### src/rtl/ple_pkg.sv
package ple_pkg;

	// list size and derived widths
	localparam int CAPACITY = 64;
	localparam int ADDR_W   = $clog2(CAPACITY);
	localparam int CNT_W    = $clog2(CAPACITY + 1);
	localparam int VAL_W    = 32;
	localparam int POS_W    = 16;

	// request kinds
	typedef enum logic [1:0] {
		REQ_APPEND  = 2'd0,
		REQ_INSERT  = 2'd1,
		REQ_DELETE  = 2'd2,
		REQ_REVERSE = 2'd3
	} req_type_t;

	// result status codes
	typedef enum logic [1:0] {
		ST_OK    = 2'd0,
		ST_RANGE = 2'd1,
		ST_FULL  = 2'd2
	} status_t;

	// controller states
	typedef enum logic [3:0] {
		S_IDLE,
		S_DECODE,
		S_INS_RD,
		S_INS_WR,
		S_DEL_RD,
		S_DEL_WR,
		S_SWAP_RD,
		S_SWAP_WA,
		S_SWAP_WB,
		S_DUMP_START,
		S_DUMP_RD,
		S_DUMP_LD,
		S_OUT_WAIT
	} state_t;

	// index register operations
	typedef enum logic [2:0] {
		IDX_HOLD,
		IDX_ZERO,
		IDX_COUNT,
		IDX_POSM1,
		IDX_INC,
		IDX_DEC
	} idx_op_t;

	typedef enum logic [1:0] {
		HI_HOLD,
		HI_LOAD,
		HI_DEC
	} hi_op_t;

	typedef enum logic [1:0] {
		CNT_HOLD,
		CNT_INC,
		CNT_DEC
	} cnt_op_t;

	// read address for port a (port b always reads the upper swap index)
	typedef enum logic [1:0] {
		RA_IDX,
		RA_IDXM1,
		RA_IDXP1
	} rd_sel_t;

	typedef enum logic [1:0] {
		WA_COUNT,
		WA_IDX,
		WA_POS,
		WA_HI
	} wa_sel_t;

	typedef enum logic [1:0] {
		WD_VALUE,
		WD_RDA,
		WD_RDB
	} wd_sel_t;

	// commands from controller to datapath
	typedef struct packed {
		logic      req_ld;
		logic      st_ld;
		status_t   st_code;
		idx_op_t   idx_op;
		hi_op_t    hi_op;
		cnt_op_t   cnt_op;
		logic      rd_en;
		rd_sel_t   rd_sel;
		logic      wr_en;
		wa_sel_t   wa_sel;
		wd_sel_t   wd_sel;
		logic      out_ld;
		logic      out_empty;
	} dp_cmd_t;

	// flags from datapath to controller
	typedef struct packed {
		req_type_t req_type;
		logic      full;
		logic      pos_gt_n;
		logic      pos_zero;
		logic      n_gt1;
		logic      n_zero;
		logic      idx_gt_pos;
		logic      idx_next_lt_n;
		logic      lo_lt_hi;
		logic      out_last;
	} dp_flags_t;

endpackage

### src/rtl/positional_list_engine_core.sv
// positional list engine: ordered list of up to CAPACITY signed 32-bit values
// input channel (in_valid/in_ready) takes one request word: req_type, value,
// position. kinds are append, insert after position (0 is the head), delete
// at a 1-based position and reverse
// after each request the list is dumped on the output channel (out_valid/
// out_ready), one word per element head to tail, last set on the final word;
// an empty list gives one word with empty_res set. every word of a dump
// carries the request status: ok, position out of range or list full
// one request at a time: in_ready is high only while idle
// steps, paced by the single write port of the element store:
//   decode; insert reads then writes each entry moved up, then writes the value;
//   delete reads then writes each entry moved down; reverse reads each pair,
//   then writes both ends; dump starts, then per word: read, load, hand over
// a stalled receiver holds the current word; the engine waits with it
// reset clears the element count, so the list starts empty; the store
// itself is not cleared and needs no clearing pass
module positional_list_engine_core
	import ple_pkg::*;
(
	input  logic                    clk,
	input  logic                    arst_n,
	input  logic                    in_valid,
	output logic                    in_ready,
	input  logic [1:0]              req_type,
	input  logic signed [VAL_W-1:0] value,
	input  logic [POS_W-1:0]        position,
	output logic                    out_valid,
	input  logic                    out_ready,
	output logic signed [VAL_W-1:0] elem_value,
	output logic [1:0]              status,
	output logic                    empty_res,
	output logic                    last
);

	dp_cmd_t   cmd;
	dp_flags_t flags;

	// sequencer
	ple_ctrl u_ctrl (
		.clk       (clk),
		.arst_n    (arst_n),
		.in_valid  (in_valid),
		.in_ready  (in_ready),
		.out_valid (out_valid),
		.out_ready (out_ready),
		.flags     (flags),
		.cmd       (cmd)
	);

	// element store, counters and output word
	ple_dp u_dp (
		.clk        (clk),
		.arst_n     (arst_n),
		.cmd        (cmd),
		.flags      (flags),
		.req_type   (req_type),
		.value      (value),
		.position   (position),
		.elem_value (elem_value),
		.status     (status),
		.empty_res  (empty_res),
		.last       (last)
	);

endmodule

### src/rtl/ple_dp.sv
module ple_dp
	import ple_pkg::*;
(
	input  logic                    clk,
	input  logic                    arst_n,
	input  dp_cmd_t                 cmd,
	output dp_flags_t               flags,
	input  logic [1:0]              req_type,
	input  logic signed [VAL_W-1:0] value,
	input  logic [POS_W-1:0]        position,
	output logic signed [VAL_W-1:0] elem_value,
	output logic [1:0]              status,
	output logic                    empty_res,
	output logic                    last
);

	// request registers
	req_type_t               req_type_q;
	logic [VAL_W-1:0]        value_q;
	logic [POS_W-1:0]        pos_q;
	status_t                 status_q;

	// list control
	logic [CNT_W-1:0]        count_q;
	logic [CNT_W-1:0]        idx_q;
	logic [CNT_W-1:0]        hi_q;
	logic [CNT_W-1:0]        idx_p1;
	logic [CNT_W-1:0]        idx_m1;

	// element store and its registered read ports
	logic [VAL_W-1:0]        mem [CAPACITY];
	logic [VAL_W-1:0]        rd_a_q;
	logic [VAL_W-1:0]        rd_b_q;
	logic [ADDR_W-1:0]       ra;
	logic [ADDR_W-1:0]       wa;
	logic [VAL_W-1:0]        wd;

	// output word
	logic [VAL_W-1:0]        out_val_q;
	logic                    out_empty_q;
	logic                    out_last_q;

	assign idx_p1 = idx_q + 1'b1;
	assign idx_m1 = idx_q - 1'b1;

	// request capture
	always_ff @(posedge clk) begin
		if (cmd.req_ld) begin
			req_type_q <= req_type_t'(req_type);
			value_q    <= value;
			pos_q      <= position;
		end
		if (cmd.st_ld) begin
			status_q <= cmd.st_code;
		end
	end

	// count, index and upper swap index
	always_ff @(posedge clk or negedge arst_n) begin
		if (!arst_n) begin
			count_q <= '0;
		end else begin
			unique case (cmd.cnt_op)
				CNT_INC: count_q <= count_q + 1'b1;
				CNT_DEC: count_q <= count_q - 1'b1;
				default: count_q <= count_q;
			endcase
		end
	end

	always_ff @(posedge clk) begin
		unique case (cmd.idx_op)
			IDX_ZERO:  idx_q <= '0;
			IDX_COUNT: idx_q <= count_q;
			IDX_POSM1: idx_q <= CNT_W'(pos_q - 1'b1);
			IDX_INC:   idx_q <= idx_p1;
			IDX_DEC:   idx_q <= idx_m1;
			default:   idx_q <= idx_q;
		endcase
		unique case (cmd.hi_op)
			HI_LOAD: hi_q <= count_q - 1'b1;
			HI_DEC:  hi_q <= hi_q - 1'b1;
			default: hi_q <= hi_q;
		endcase
	end

	// address and data selection
	always_comb begin
		unique case (cmd.rd_sel)
			RA_IDXM1: ra = idx_m1[ADDR_W-1:0];
			RA_IDXP1: ra = idx_p1[ADDR_W-1:0];
			default:  ra = idx_q[ADDR_W-1:0];
		endcase
		unique case (cmd.wa_sel)
			WA_COUNT: wa = count_q[ADDR_W-1:0];
			WA_POS:   wa = pos_q[ADDR_W-1:0];
			WA_HI:    wa = hi_q[ADDR_W-1:0];
			default:  wa = idx_q[ADDR_W-1:0];
		endcase
		unique case (cmd.wd_sel)
			WD_RDA:  wd = rd_a_q;
			WD_RDB:  wd = rd_b_q;
			default: wd = value_q;
		endcase
	end

	// element store
	always_ff @(posedge clk) begin
		if (cmd.wr_en) begin
			mem[wa] <= wd;
		end
	end

	always_ff @(posedge clk) begin
		if (cmd.rd_en) begin
			rd_a_q <= mem[ra];
			rd_b_q <= mem[hi_q[ADDR_W-1:0]];
		end
	end

	// output word register
	always_ff @(posedge clk) begin
		if (cmd.out_ld) begin
			if (cmd.out_empty) begin
				out_val_q   <= '0;
				out_empty_q <= 1'b1;
				out_last_q  <= 1'b1;
			end else begin
				out_val_q   <= rd_a_q;
				out_empty_q <= 1'b0;
				out_last_q  <= (idx_p1 == count_q);
			end
		end
	end

	// flags for the controller
	always_comb begin
		flags.req_type      = req_type_q;
		flags.full          = (count_q == CNT_W'(CAPACITY));
		flags.pos_gt_n      = (pos_q > POS_W'(count_q));
		flags.pos_zero      = (pos_q == '0);
		flags.n_gt1         = (count_q > CNT_W'(1));
		flags.n_zero        = (count_q == '0);
		flags.idx_gt_pos    = (POS_W'(idx_q) > pos_q);
		flags.idx_next_lt_n = (idx_p1 < count_q);
		flags.lo_lt_hi      = (idx_q < hi_q);
		flags.out_last      = out_last_q;
	end

	assign elem_value = out_val_q;
	assign status     = status_q;
	assign empty_res  = out_empty_q;
	assign last       = out_last_q;

endmodule

### src/rtl/ple_ctrl.sv
module ple_ctrl
	import ple_pkg::*;
(
	input  logic      clk,
	input  logic      arst_n,
	input  logic      in_valid,
	output logic      in_ready,
	output logic      out_valid,
	input  logic      out_ready,
	input  dp_flags_t flags,
	output dp_cmd_t   cmd
);

	state_t state_q;
	state_t state_d;

	// state register
	always_ff @(posedge clk or negedge arst_n) begin
		if (!arst_n) begin
			state_q <= S_IDLE;
		end else begin
			state_q <= state_d;
		end
	end

	// next state and datapath commands
	always_comb begin
		state_d   = state_q;
		cmd       = '0;
		in_ready  = 1'b0;
		out_valid = 1'b0;
		unique case (state_q)
			S_IDLE: begin
				in_ready = 1'b1;
				if (in_valid) begin
					cmd.req_ld = 1'b1;
					state_d    = S_DECODE;
				end
			end
			S_DECODE: begin
				cmd.st_ld   = 1'b1;
				cmd.st_code = ST_OK;
				state_d     = S_DUMP_START;
				unique case (flags.req_type)
					REQ_APPEND: begin
						if (flags.full) begin
							cmd.st_code = ST_FULL;
						end else begin
							cmd.wr_en  = 1'b1;
							cmd.wa_sel = WA_COUNT;
							cmd.wd_sel = WD_VALUE;
							cmd.cnt_op = CNT_INC;
						end
					end
					REQ_INSERT: begin
						if (flags.pos_gt_n) begin
							cmd.st_code = ST_RANGE;
						end else if (flags.full) begin
							cmd.st_code = ST_FULL;
						end else begin
							cmd.idx_op = IDX_COUNT;
							state_d    = S_INS_RD;
						end
					end
					REQ_DELETE: begin
						if (flags.pos_zero || flags.pos_gt_n) begin
							cmd.st_code = ST_RANGE;
						end else begin
							cmd.idx_op = IDX_POSM1;
							state_d    = S_DEL_RD;
						end
					end
					REQ_REVERSE: begin
						if (flags.n_gt1) begin
							cmd.idx_op = IDX_ZERO;
							cmd.hi_op  = HI_LOAD;
							state_d    = S_SWAP_RD;
						end
					end
					default: state_d = S_DUMP_START;
				endcase
			end
			// insert: move entries up one place from the tail, then drop in the value
			S_INS_RD: begin
				if (flags.idx_gt_pos) begin
					cmd.rd_en  = 1'b1;
					cmd.rd_sel = RA_IDXM1;
					state_d    = S_INS_WR;
				end else begin
					cmd.wr_en  = 1'b1;
					cmd.wa_sel = WA_POS;
					cmd.wd_sel = WD_VALUE;
					cmd.cnt_op = CNT_INC;
					state_d    = S_DUMP_START;
				end
			end
			S_INS_WR: begin
				cmd.wr_en  = 1'b1;
				cmd.wa_sel = WA_IDX;
				cmd.wd_sel = WD_RDA;
				cmd.idx_op = IDX_DEC;
				state_d    = S_INS_RD;
			end
			// delete: close the gap by moving later entries down
			S_DEL_RD: begin
				if (flags.idx_next_lt_n) begin
					cmd.rd_en  = 1'b1;
					cmd.rd_sel = RA_IDXP1;
					state_d    = S_DEL_WR;
				end else begin
					cmd.cnt_op = CNT_DEC;
					state_d    = S_DUMP_START;
				end
			end
			S_DEL_WR: begin
				cmd.wr_en  = 1'b1;
				cmd.wa_sel = WA_IDX;
				cmd.wd_sel = WD_RDA;
				cmd.idx_op = IDX_INC;
				state_d    = S_DEL_RD;
			end
			// reverse: swap the outer pair and move inwards
			S_SWAP_RD: begin
				if (flags.lo_lt_hi) begin
					cmd.rd_en  = 1'b1;
					cmd.rd_sel = RA_IDX;
					state_d    = S_SWAP_WA;
				end else begin
					state_d = S_DUMP_START;
				end
			end
			S_SWAP_WA: begin
				cmd.wr_en  = 1'b1;
				cmd.wa_sel = WA_IDX;
				cmd.wd_sel = WD_RDB;
				state_d    = S_SWAP_WB;
			end
			S_SWAP_WB: begin
				cmd.wr_en  = 1'b1;
				cmd.wa_sel = WA_HI;
				cmd.wd_sel = WD_RDA;
				cmd.idx_op = IDX_INC;
				cmd.hi_op  = HI_DEC;
				state_d    = S_SWAP_RD;
			end
			// dump the list head to tail
			S_DUMP_START: begin
				if (flags.n_zero) begin
					cmd.out_ld    = 1'b1;
					cmd.out_empty = 1'b1;
					state_d       = S_OUT_WAIT;
				end else begin
					cmd.idx_op = IDX_ZERO;
					state_d    = S_DUMP_RD;
				end
			end
			S_DUMP_RD: begin
				cmd.rd_en  = 1'b1;
				cmd.rd_sel = RA_IDX;
				state_d    = S_DUMP_LD;
			end
			S_DUMP_LD: begin
				cmd.out_ld = 1'b1;
				state_d    = S_OUT_WAIT;
			end
			S_OUT_WAIT: begin
				out_valid = 1'b1;
				if (out_ready) begin
					if (flags.out_last) begin
						state_d = S_IDLE;
					end else begin
						cmd.idx_op = IDX_INC;
						state_d    = S_DUMP_RD;
					end
				end
			end
			default: state_d = S_IDLE;
		endcase
	end

endmodule

### config.mk
export PLATFORM = sky130hd
export DESIGN_NAME = positional_list_engine_core
export DESIGN_NICKNAME = d
export VERILOG_FILES = /design/src/rtl/ple_pkg.sv /design/src/rtl/positional_list_engine_core.sv /design/src/rtl/ple_dp.sv /design/src/rtl/ple_ctrl.sv
export SDC_FILE = /design/constraint.sdc
export NUM_CORES = 2
export LEC_CHECK = 0
export BUFFER_PORTS_ARGS = -buffer_cell sky130_fd_sc_hd__buf_2
export CAP_MARGIN = 0
export CORE_ASPECT_RATIO = 0.75
export CORE_UTILIZATION = 58
export CTS_CLUSTER_SIZE = 40
export DETAILED_ROUTE_END_ITERATION = 10
export GPL_ROUTABILITY_DRIVEN = 0
export PLACE_DENSITY_LB_ADDON = 0.2
export REMOVE_ABC_BUFFERS = 1
export SLEW_MARGIN = 20
export SYNTH_ARGS = -nofsm -noshare
export SYNTH_HDL_FRONTEND = slang
export SYNTH_SLANG_ARGS = --single-unit
### constraint.sdc
create_clock -name clk -period 5.5 [get_ports clk]
set_input_delay 1.1 -clock clk [delete_from_list [all_inputs] [get_ports clk]]
set_output_delay 1.1 -clock clk [all_outputs]
set_load 0.02 [all_outputs]
# [Word level (Yosys, flattened, before mapping)]
# Memory sizes are Yosys's and may differ from the RTL's. A register that Yosys moved wholly into a read port is not among the register bits.
# Index checks and enable logic that the tools add are counted.
[classes] add_sub_neg=6 n_lt_le_gt_ge=5 eq_ne=34 mux=58 reduce_logical=12
[ops] cell="$pmux W32 S2" n=1
[ops] cell="$pmux W4 S13" n=1
[ops] cell="$mux W4" n=10
[ops] cell="$pmux W7 S5" n=1
[ops] cell="$pmux W7 S2" n=2
[ops] cell="$sub A7 B1 Y7 const B" n=4
[ops] cell="$mux W3" n=9
[ops] cell="$pmux W5 S5" n=1
[ops] cell="$eq A4 B4 Y1 const B" n=5
[ops] cell="$pmux W6 S3" n=1
[ops] cell="$eq A2 B2 Y1 const B" n=8
[ops] cell="$eq A4 B3 Y1 const B" n=4
[ops] cell="$gt A16 B7 Y1" n=1
[ops] cell="$gt A7 B16 Y1" n=1
[ops] cell="$logic_not A16 Y1" n=1
[ops] cell="$mux W5" n=3
[ops] cell="$pmux W3 S5" n=1
[ops] cell="$add A7 B1 Y7 const B" n=2
[ops] cell="$lt A7 B7 Y1" n=2
[ops] cell="$mux W2" n=7
[ops] cell="$mux W1" n=13
[ops] cell="$pmux W2 S3" n=2
[ops] cell="$pmux W3 S4" n=1
[ops] cell="$pmux W4 S3" n=1
[ops] cell="22 further kinds" n=33
[word_totals] regBits=111 mem_bits_rw=2048 output_inout_bits=38 elab_cells=127 memories=1
[mem_list] memory="u_dp.mem" depth=64 width=32 read_ports=2 rd_clocked_by_memory_dff=2 write_ports=1 line="ple_dp.sv:31" rtl="logic [VAL_W-1:0] mem [CAPACITY];"

# [Depth between registers and ports, before layout]
[depth] depth_word=7 mapped_depth=25 mapped_depth_nobuf=19

# [Modules after synthesis]
# From an unflattened synthesis, not the netlist that was laid out.
[unflattened] hier_cells=6785 hier_area_um2=106034.2
[modules_own_cells] module="ple_dp" n_inst=1 cells_each=6677 area_per_inst_um2=105326.0 seq_area_each_um2=66598.9
[modules_own_cells] module="ple_ctrl" n_inst=1 cells_each=108 area_per_inst_um2=708.2 seq_area_each_um2=100.1

# [Worst setup path before layout]
# Ideal clock, no wire load.
[synth_path] path_kind="register to register" from="register u_ctrl.state_q[3]" to="memory u_dp.mem[0][10] (data pin)" setup_time_ns=0.702 arrival_ns=4.448 path_slack_ns=0.351 stages_incl_launch_ff=9 synth_period_minus_slack_ns=5.149 path_cell_list="dfrtp_1 > clkbuf_1 > or3b_2 > a21oi_1 > or2_2 > ha_1 > clkbuf_1 > clkbuf_1 > o21ai_0"
[synth_between] elab_chain_cells=5
[synth_rtl] item="from (decl)" line="ple_ctrl.sv:14" rtl="state_t state_q;"
[synth_rtl] item="from (signal assigned)" line="ple_ctrl.sv:22" rtl="state_q <= state_d;"
[synth_rtl] item="$eq A4 B2 Y1 or $eq A4 B3 Y1 (tied branches)" line="ple_ctrl.sv:32" rtl="unique case (state_q)"
[synth_rtl] item="$reduce_or A2 Y1 (no line)"
[synth_rtl] item="$pmux W5 S5 (*)" line="ple_ctrl.sv:32"
[synth_rtl] item="$eq A2 B2 Y1 or $eq A2 B1 Y1 (tied branches)" line="ple_dp.sv:100" rtl="unique case (cmd.wd_sel)"
[synth_rtl] item="$pmux W32 S2 (*)" line="ple_dp.sv:100"
[synth_rtl] item="net u_dp.wd[10]" line="ple_dp.sv:36" rtl="logic [VAL_W-1:0] wd;"
[synth_rtl] item="to (decl)" line="ple_dp.sv:31"
# The timed path passes the listed nets; every way through them passes the cells marked *.

# [Worst setup path in the final report]
[layout_path] from="register u_dp.idx_q[0]" to="register u_dp.rd_a_q[0] (read register of u_dp.mem) (data pin)"
[layout_between] elab_chain_cells=6
[layout_rtl] item="from (decl)" line="ple_dp.sv:25" rtl="logic [CNT_W-1:0] idx_q;"
[layout_rtl] item="from (signal assigned)" line="ple_dp.sv:74" rtl="IDX_COUNT: idx_q <= count_q;"
[layout_rtl] item="from (signal assigned)" line="ple_dp.sv:75" rtl="IDX_POSM1: idx_q <= CNT_W'(pos_q - 1'b1);"
[layout_rtl] item="from (signal assigned)" line="ple_dp.sv:76" rtl="IDX_INC: idx_q <= idx_p1;"
[layout_rtl] item="$add A7 B1 Y7" line="ple_dp.sv:43" rtl="assign idx_p1 = idx_q + 1'b1;"
[layout_rtl] item="$lt A7 B7 Y1" line="ple_dp.sv:145" rtl="flags.idx_next_lt_n = (idx_p1 < count_q);"
[layout_rtl] item="$mux W3" line="ple_ctrl.sv:106" rtl="if (flags.idx_next_lt_n) begin"
[layout_rtl] item="$pmux W3 S4" line="ple_ctrl.sv:32"
[layout_rtl] item="$eq A2 B2 Y1 or $eq A2 B1 Y1 (tied branches)" line="ple_dp.sv:89" rtl="unique case (cmd.rd_sel)"
[layout_rtl] item="$pmux W6 S2" line="ple_dp.sv:89"
[layout_rtl] item="to (decl)" line="ple_dp.sv:32" rtl="logic [VAL_W-1:0] rd_a_q;"
# Parallel ways exist; a longest one is shown, timed or not.
# A chain may end at the register's enable or synchronous reset.

==> metrics.md <==
| Metric | Value |
|---|---|
| Outcome | `finished, violations left` |
| Failing checks | `DRC` |
| YS warnings | `0` |
| Hold_buf cts | `0` |
| Total power draw | `about 68 mW` |
| Yosys top cell area share | `63.8%` |
| Power Dens Cells | `584 nW/um2` |
| Root Buffer | `clkbuf_16` |
| Routed vias/inst | `7.61` |
| Fin. Hold Viols | `0` |
| Number of synthesized flops with an enable pin | `2212` |
| Pin count of the biggest net entering global routing | `109` |
| # setup viols final | `0` |
| FILL cells | `between 10000 and 15000` |
| Avg WL per Cell | `39.3 um` |
| TritonCTS Sinks | `between 2000 and 2500` |
| Final Util | `65.8%` |
| Maxcap violations | `0` |
| Port buffer count | `91` |
| Initial antenna violation count | `5` |
| Die H | `369 um` |
| Nets | `6429` |
| Placed Instance Area | `111000 um2` |
| Mapped Cells | `6097` |
| FFs w/ async S/R, synth | `less than 1%` |
| Post-synth top cells | `edfxtp_1 (2212), mux4_2 (752), mux2i_1 (595)` |
| First-pass GRT wire length | `489000 um` |
| Clock skew | `roughly 58 ps` |
| Crit-path max cell delay | `530 ps` |
| Chip width | `491 um` |
| Worst-path clk slew | `70 ps` |
| Crit path cell chain | `ha_1 > nand3_1 > nor2_1 > xor2_1 > ha_1 > a21oi_1 > o21ai_0 > or3_1 > ha_2 > or2_2 > o21ai_4 > buf_12 > buf_6 > mux4_2 > nand2_1 > a21oi_1 > nor3_1 > nor3_1` |
| DRT Pass-1 Iters | `11` |
| Count leader, synth | `edfxtp_1` |
| Final Max Slew Viols | `0` |
| Cell taking the most area after synthesis | `edfxtp_1` |
| Max VDD drop | `0.000434 V` |
| Worst-skew pair later-pin latency | `880 ps` |
| WP data arrival | `just under 6000 ps` |
| Die area | `181000 um2` |
| WP buf/inv | `2` |
| Synthesized cell area | `about 100000 um2` |
| Detail Placement HPWL | `204000 um` |
| Vias in the first global route | `65600` |
| Min-delay worst type | `input pin to async pin` |
| Cell variety after synth | `83` |
| TNS Setup | `0 ps` |
| Post-synthesis area per instance | `between 15 and 20 um2` |
| Slowest-stage cell, CP | `mux4_2` |
| DR iter-0 viols | `~12000` |
| Design area | `between 100000 and 150000 um2` |
| DRC Markers | `4` |
| Max Fclk | `0.185 GHz` |
| Worst reg2reg path startpoint | `u_dp.idx_q[0]` |
| Slew at the pin closest to its max-slew limit | `1250 ps` |
| Worst Setup Path Type | `flip-flop to flip-flop` |
| CTS tree | `built` |
| Grt total ovfl | `0` |
| Share of post-route cells with drive strength above 1 | `between 20% and 30%` |
| Top cells by area, synth | `edfxtp_1 (64%), mux4_2 (16%), mux2i_1 (5.7%)` |
| Flop and latch count out of synthesis | `~2200` |
| Critical Path RT | `around 6100 ps` |
| Register area share after synthesis | `64.0%` |
| Routed vias | `67600` |
| P&R area growth vs syn | `12.4%` |
| Clk buf depth | `3` |
| Initial Utilization | `58.5%` |
| Post-layout min period | `5390 ps` |
| Leakage | `38.5 nW` |
| Io pins | `92` |
| Max transition margin | `16.4%` |
| Total GRT Usage | `38.6%` |
| # rows | `134` |
| Primary FF master, synth | `edfxtp_1` |
| Crit. Startpoint | `u_dp.idx_q[0]` |
| Tcrit/Tclk final | `a little over nine tenths` |
| Critical Path Fanout Max | `13` |
| H-tree levels | `4` |
| Crit path max-delay family | `simple AND/OR/NAND/NOR gates` |
| Antenna viol nets, final | `0` |
| Cts bufs inserted | `204` |
| Worst setup EP type | `flip-flop` |
| Critical path launch point type | `flip-flop` |
| DRT Wirelength | `350000 um` |
| Core area | `around 180000 um2` |
## where the power goes
group | switching, mW | internal, mW | total, mW | leakage [nW]
sequential | 0.712 | 22.9 | 23.7 | 20.2
clock | 6.43 | 7.62 | 14.1 | 3.14
combinational | 19.1 | 11.6 | 30.7 | 15.2
## per-layer routing
layer | routed length [um] | GRT usage (%) | vias up
met1 | 123000 | 53.8 | 34200
met2 | 148000 | 54.6 | 6234
met4 | 20000 | 18.5 | 8
li1 | - | - | 26100
met3 | 57900 | 13.2 | 1131
met5 | 98 | 0.317 | -
## through the flow
| step | hold WS, ps | cells | setup slack (ps) |
|---|---|---|---|
| floorplan | 537 | 5621 | -44860 |
| global placement | 560 | 8499 | 76.5 |
| detailed placement | 591 | 8499 | 83.1 |
| CTS | 46.7 | 8874 | 22.4 |
| global route | 80.1 | 8885 | -13.5 |
| finish | 78.0 | 8886 | 109 |
## sequential cells by signal (all words and copies together), names as in the netlist
register / flops
u_dp.empty_res: 1
u_dp.last: 1
u_dp.status: 2
u_dp.rd_b_q: 32
u_dp.count_q: 7
u_dp.hi_q: 7
u_dp.pos_q: 16
u_dp.elem_value: 32
u_ctrl.state_q: 4
u_dp.req_type_q: 2
u_dp.value_q: 32
u_dp.mem: 2048
u_dp.idx_q: 7
u_dp.rd_a_q: 32
## worst register-to-register path, delay by kind of cell, from the launching register on
| kind | cells | cell delay, ps |
|---|---|---|
| and+or+nand+nor | 7 | 1820 |
| adders and majority gates | 3 | 920 |
| muxes | 1 | 540 |
| xor gates and xnor gates | 1 | 210 |
| buffers and inverters | 2 | 510 |
| DFF | 1 | 490 |
| AOI/OAI and AO/OA | 4 | 620 |
## logic make-up after synthesis
logic type      count (synthesis)  share of synthesized area [%]
compound gates                885                           6.14
simple gates                 1058                           4.70
buf+inv                       514                           2.41
fa+ha+maj                      40                          0.480
xor+xnor                       27                          0.227
mux                          1350                           22.0
flops                        2223                           64.0
## cell type report
cell class	instances	area, um2	share of cell area (%)
flip-flops and latches	2223	66700	57.0
diodes	2	5.00	0.00427
clock inverters	131	1140	0.977
multi-input cells	3360	35900	30.6
clock buffers	244	5300	4.52
repair buffers	508	4940	4.22
inverters	38	150	0.128
well taps	2380	2980	2.54
## path summary, 6_finish.rpt
| kind | endpoint | slack [ps] | cells past startpoint |
|---|---|---|---|
| worst max register to register | u_dp.rd_a_q[0] | 110 | 18 |
| max in group asynchronous | u_dp.count_q[2] | 5190 | 1 |
| worst min-delay path | u_ctrl.state_q[2] | 80 | 1 |
| worst min register to register | u_dp.elem_value[21] | 610 | 1 |
| worst max-delay path | u_dp.rd_a_q[0] | 110 | 18 |
| min in group clk | u_dp.pos_q[5] | 390 | 1 |
## layout by cell type (no fill, tap or decap), types with 36 or more instances in the layout
cell	Yosys	final
o22ai_1	123	123
buf_12	0	105
buf_4	56	309
a32oi_1	85	85
o221ai_1	243	243
o21ai_0	94	60
clkbuf_16	0	207
nor2b_1	44	42
clkinv_2	0	40
mux4_2	752	752
clkbuf_1	200	38
nand2_1	459	456
nand3_1	82	82
nor3_1	194	193
a22oi_1	46	46
nor2_4	2	58
mux2i_1	595	595
buf_2	178	91
nor2_1	137	82
a21oi_1	179	179
ha_1	40	36
clkinv_1	2	53
edfxtp_1	2212	2212
## timing repair
| item | in CTS | in global routing |
|---|---|---|
| setup buffers | 0 | 9 |
| endpoints found under the setup margin | 0 | 29 |
| gates resized for setup | 0 | 5 |
Power figures use the tool's default switching activity.
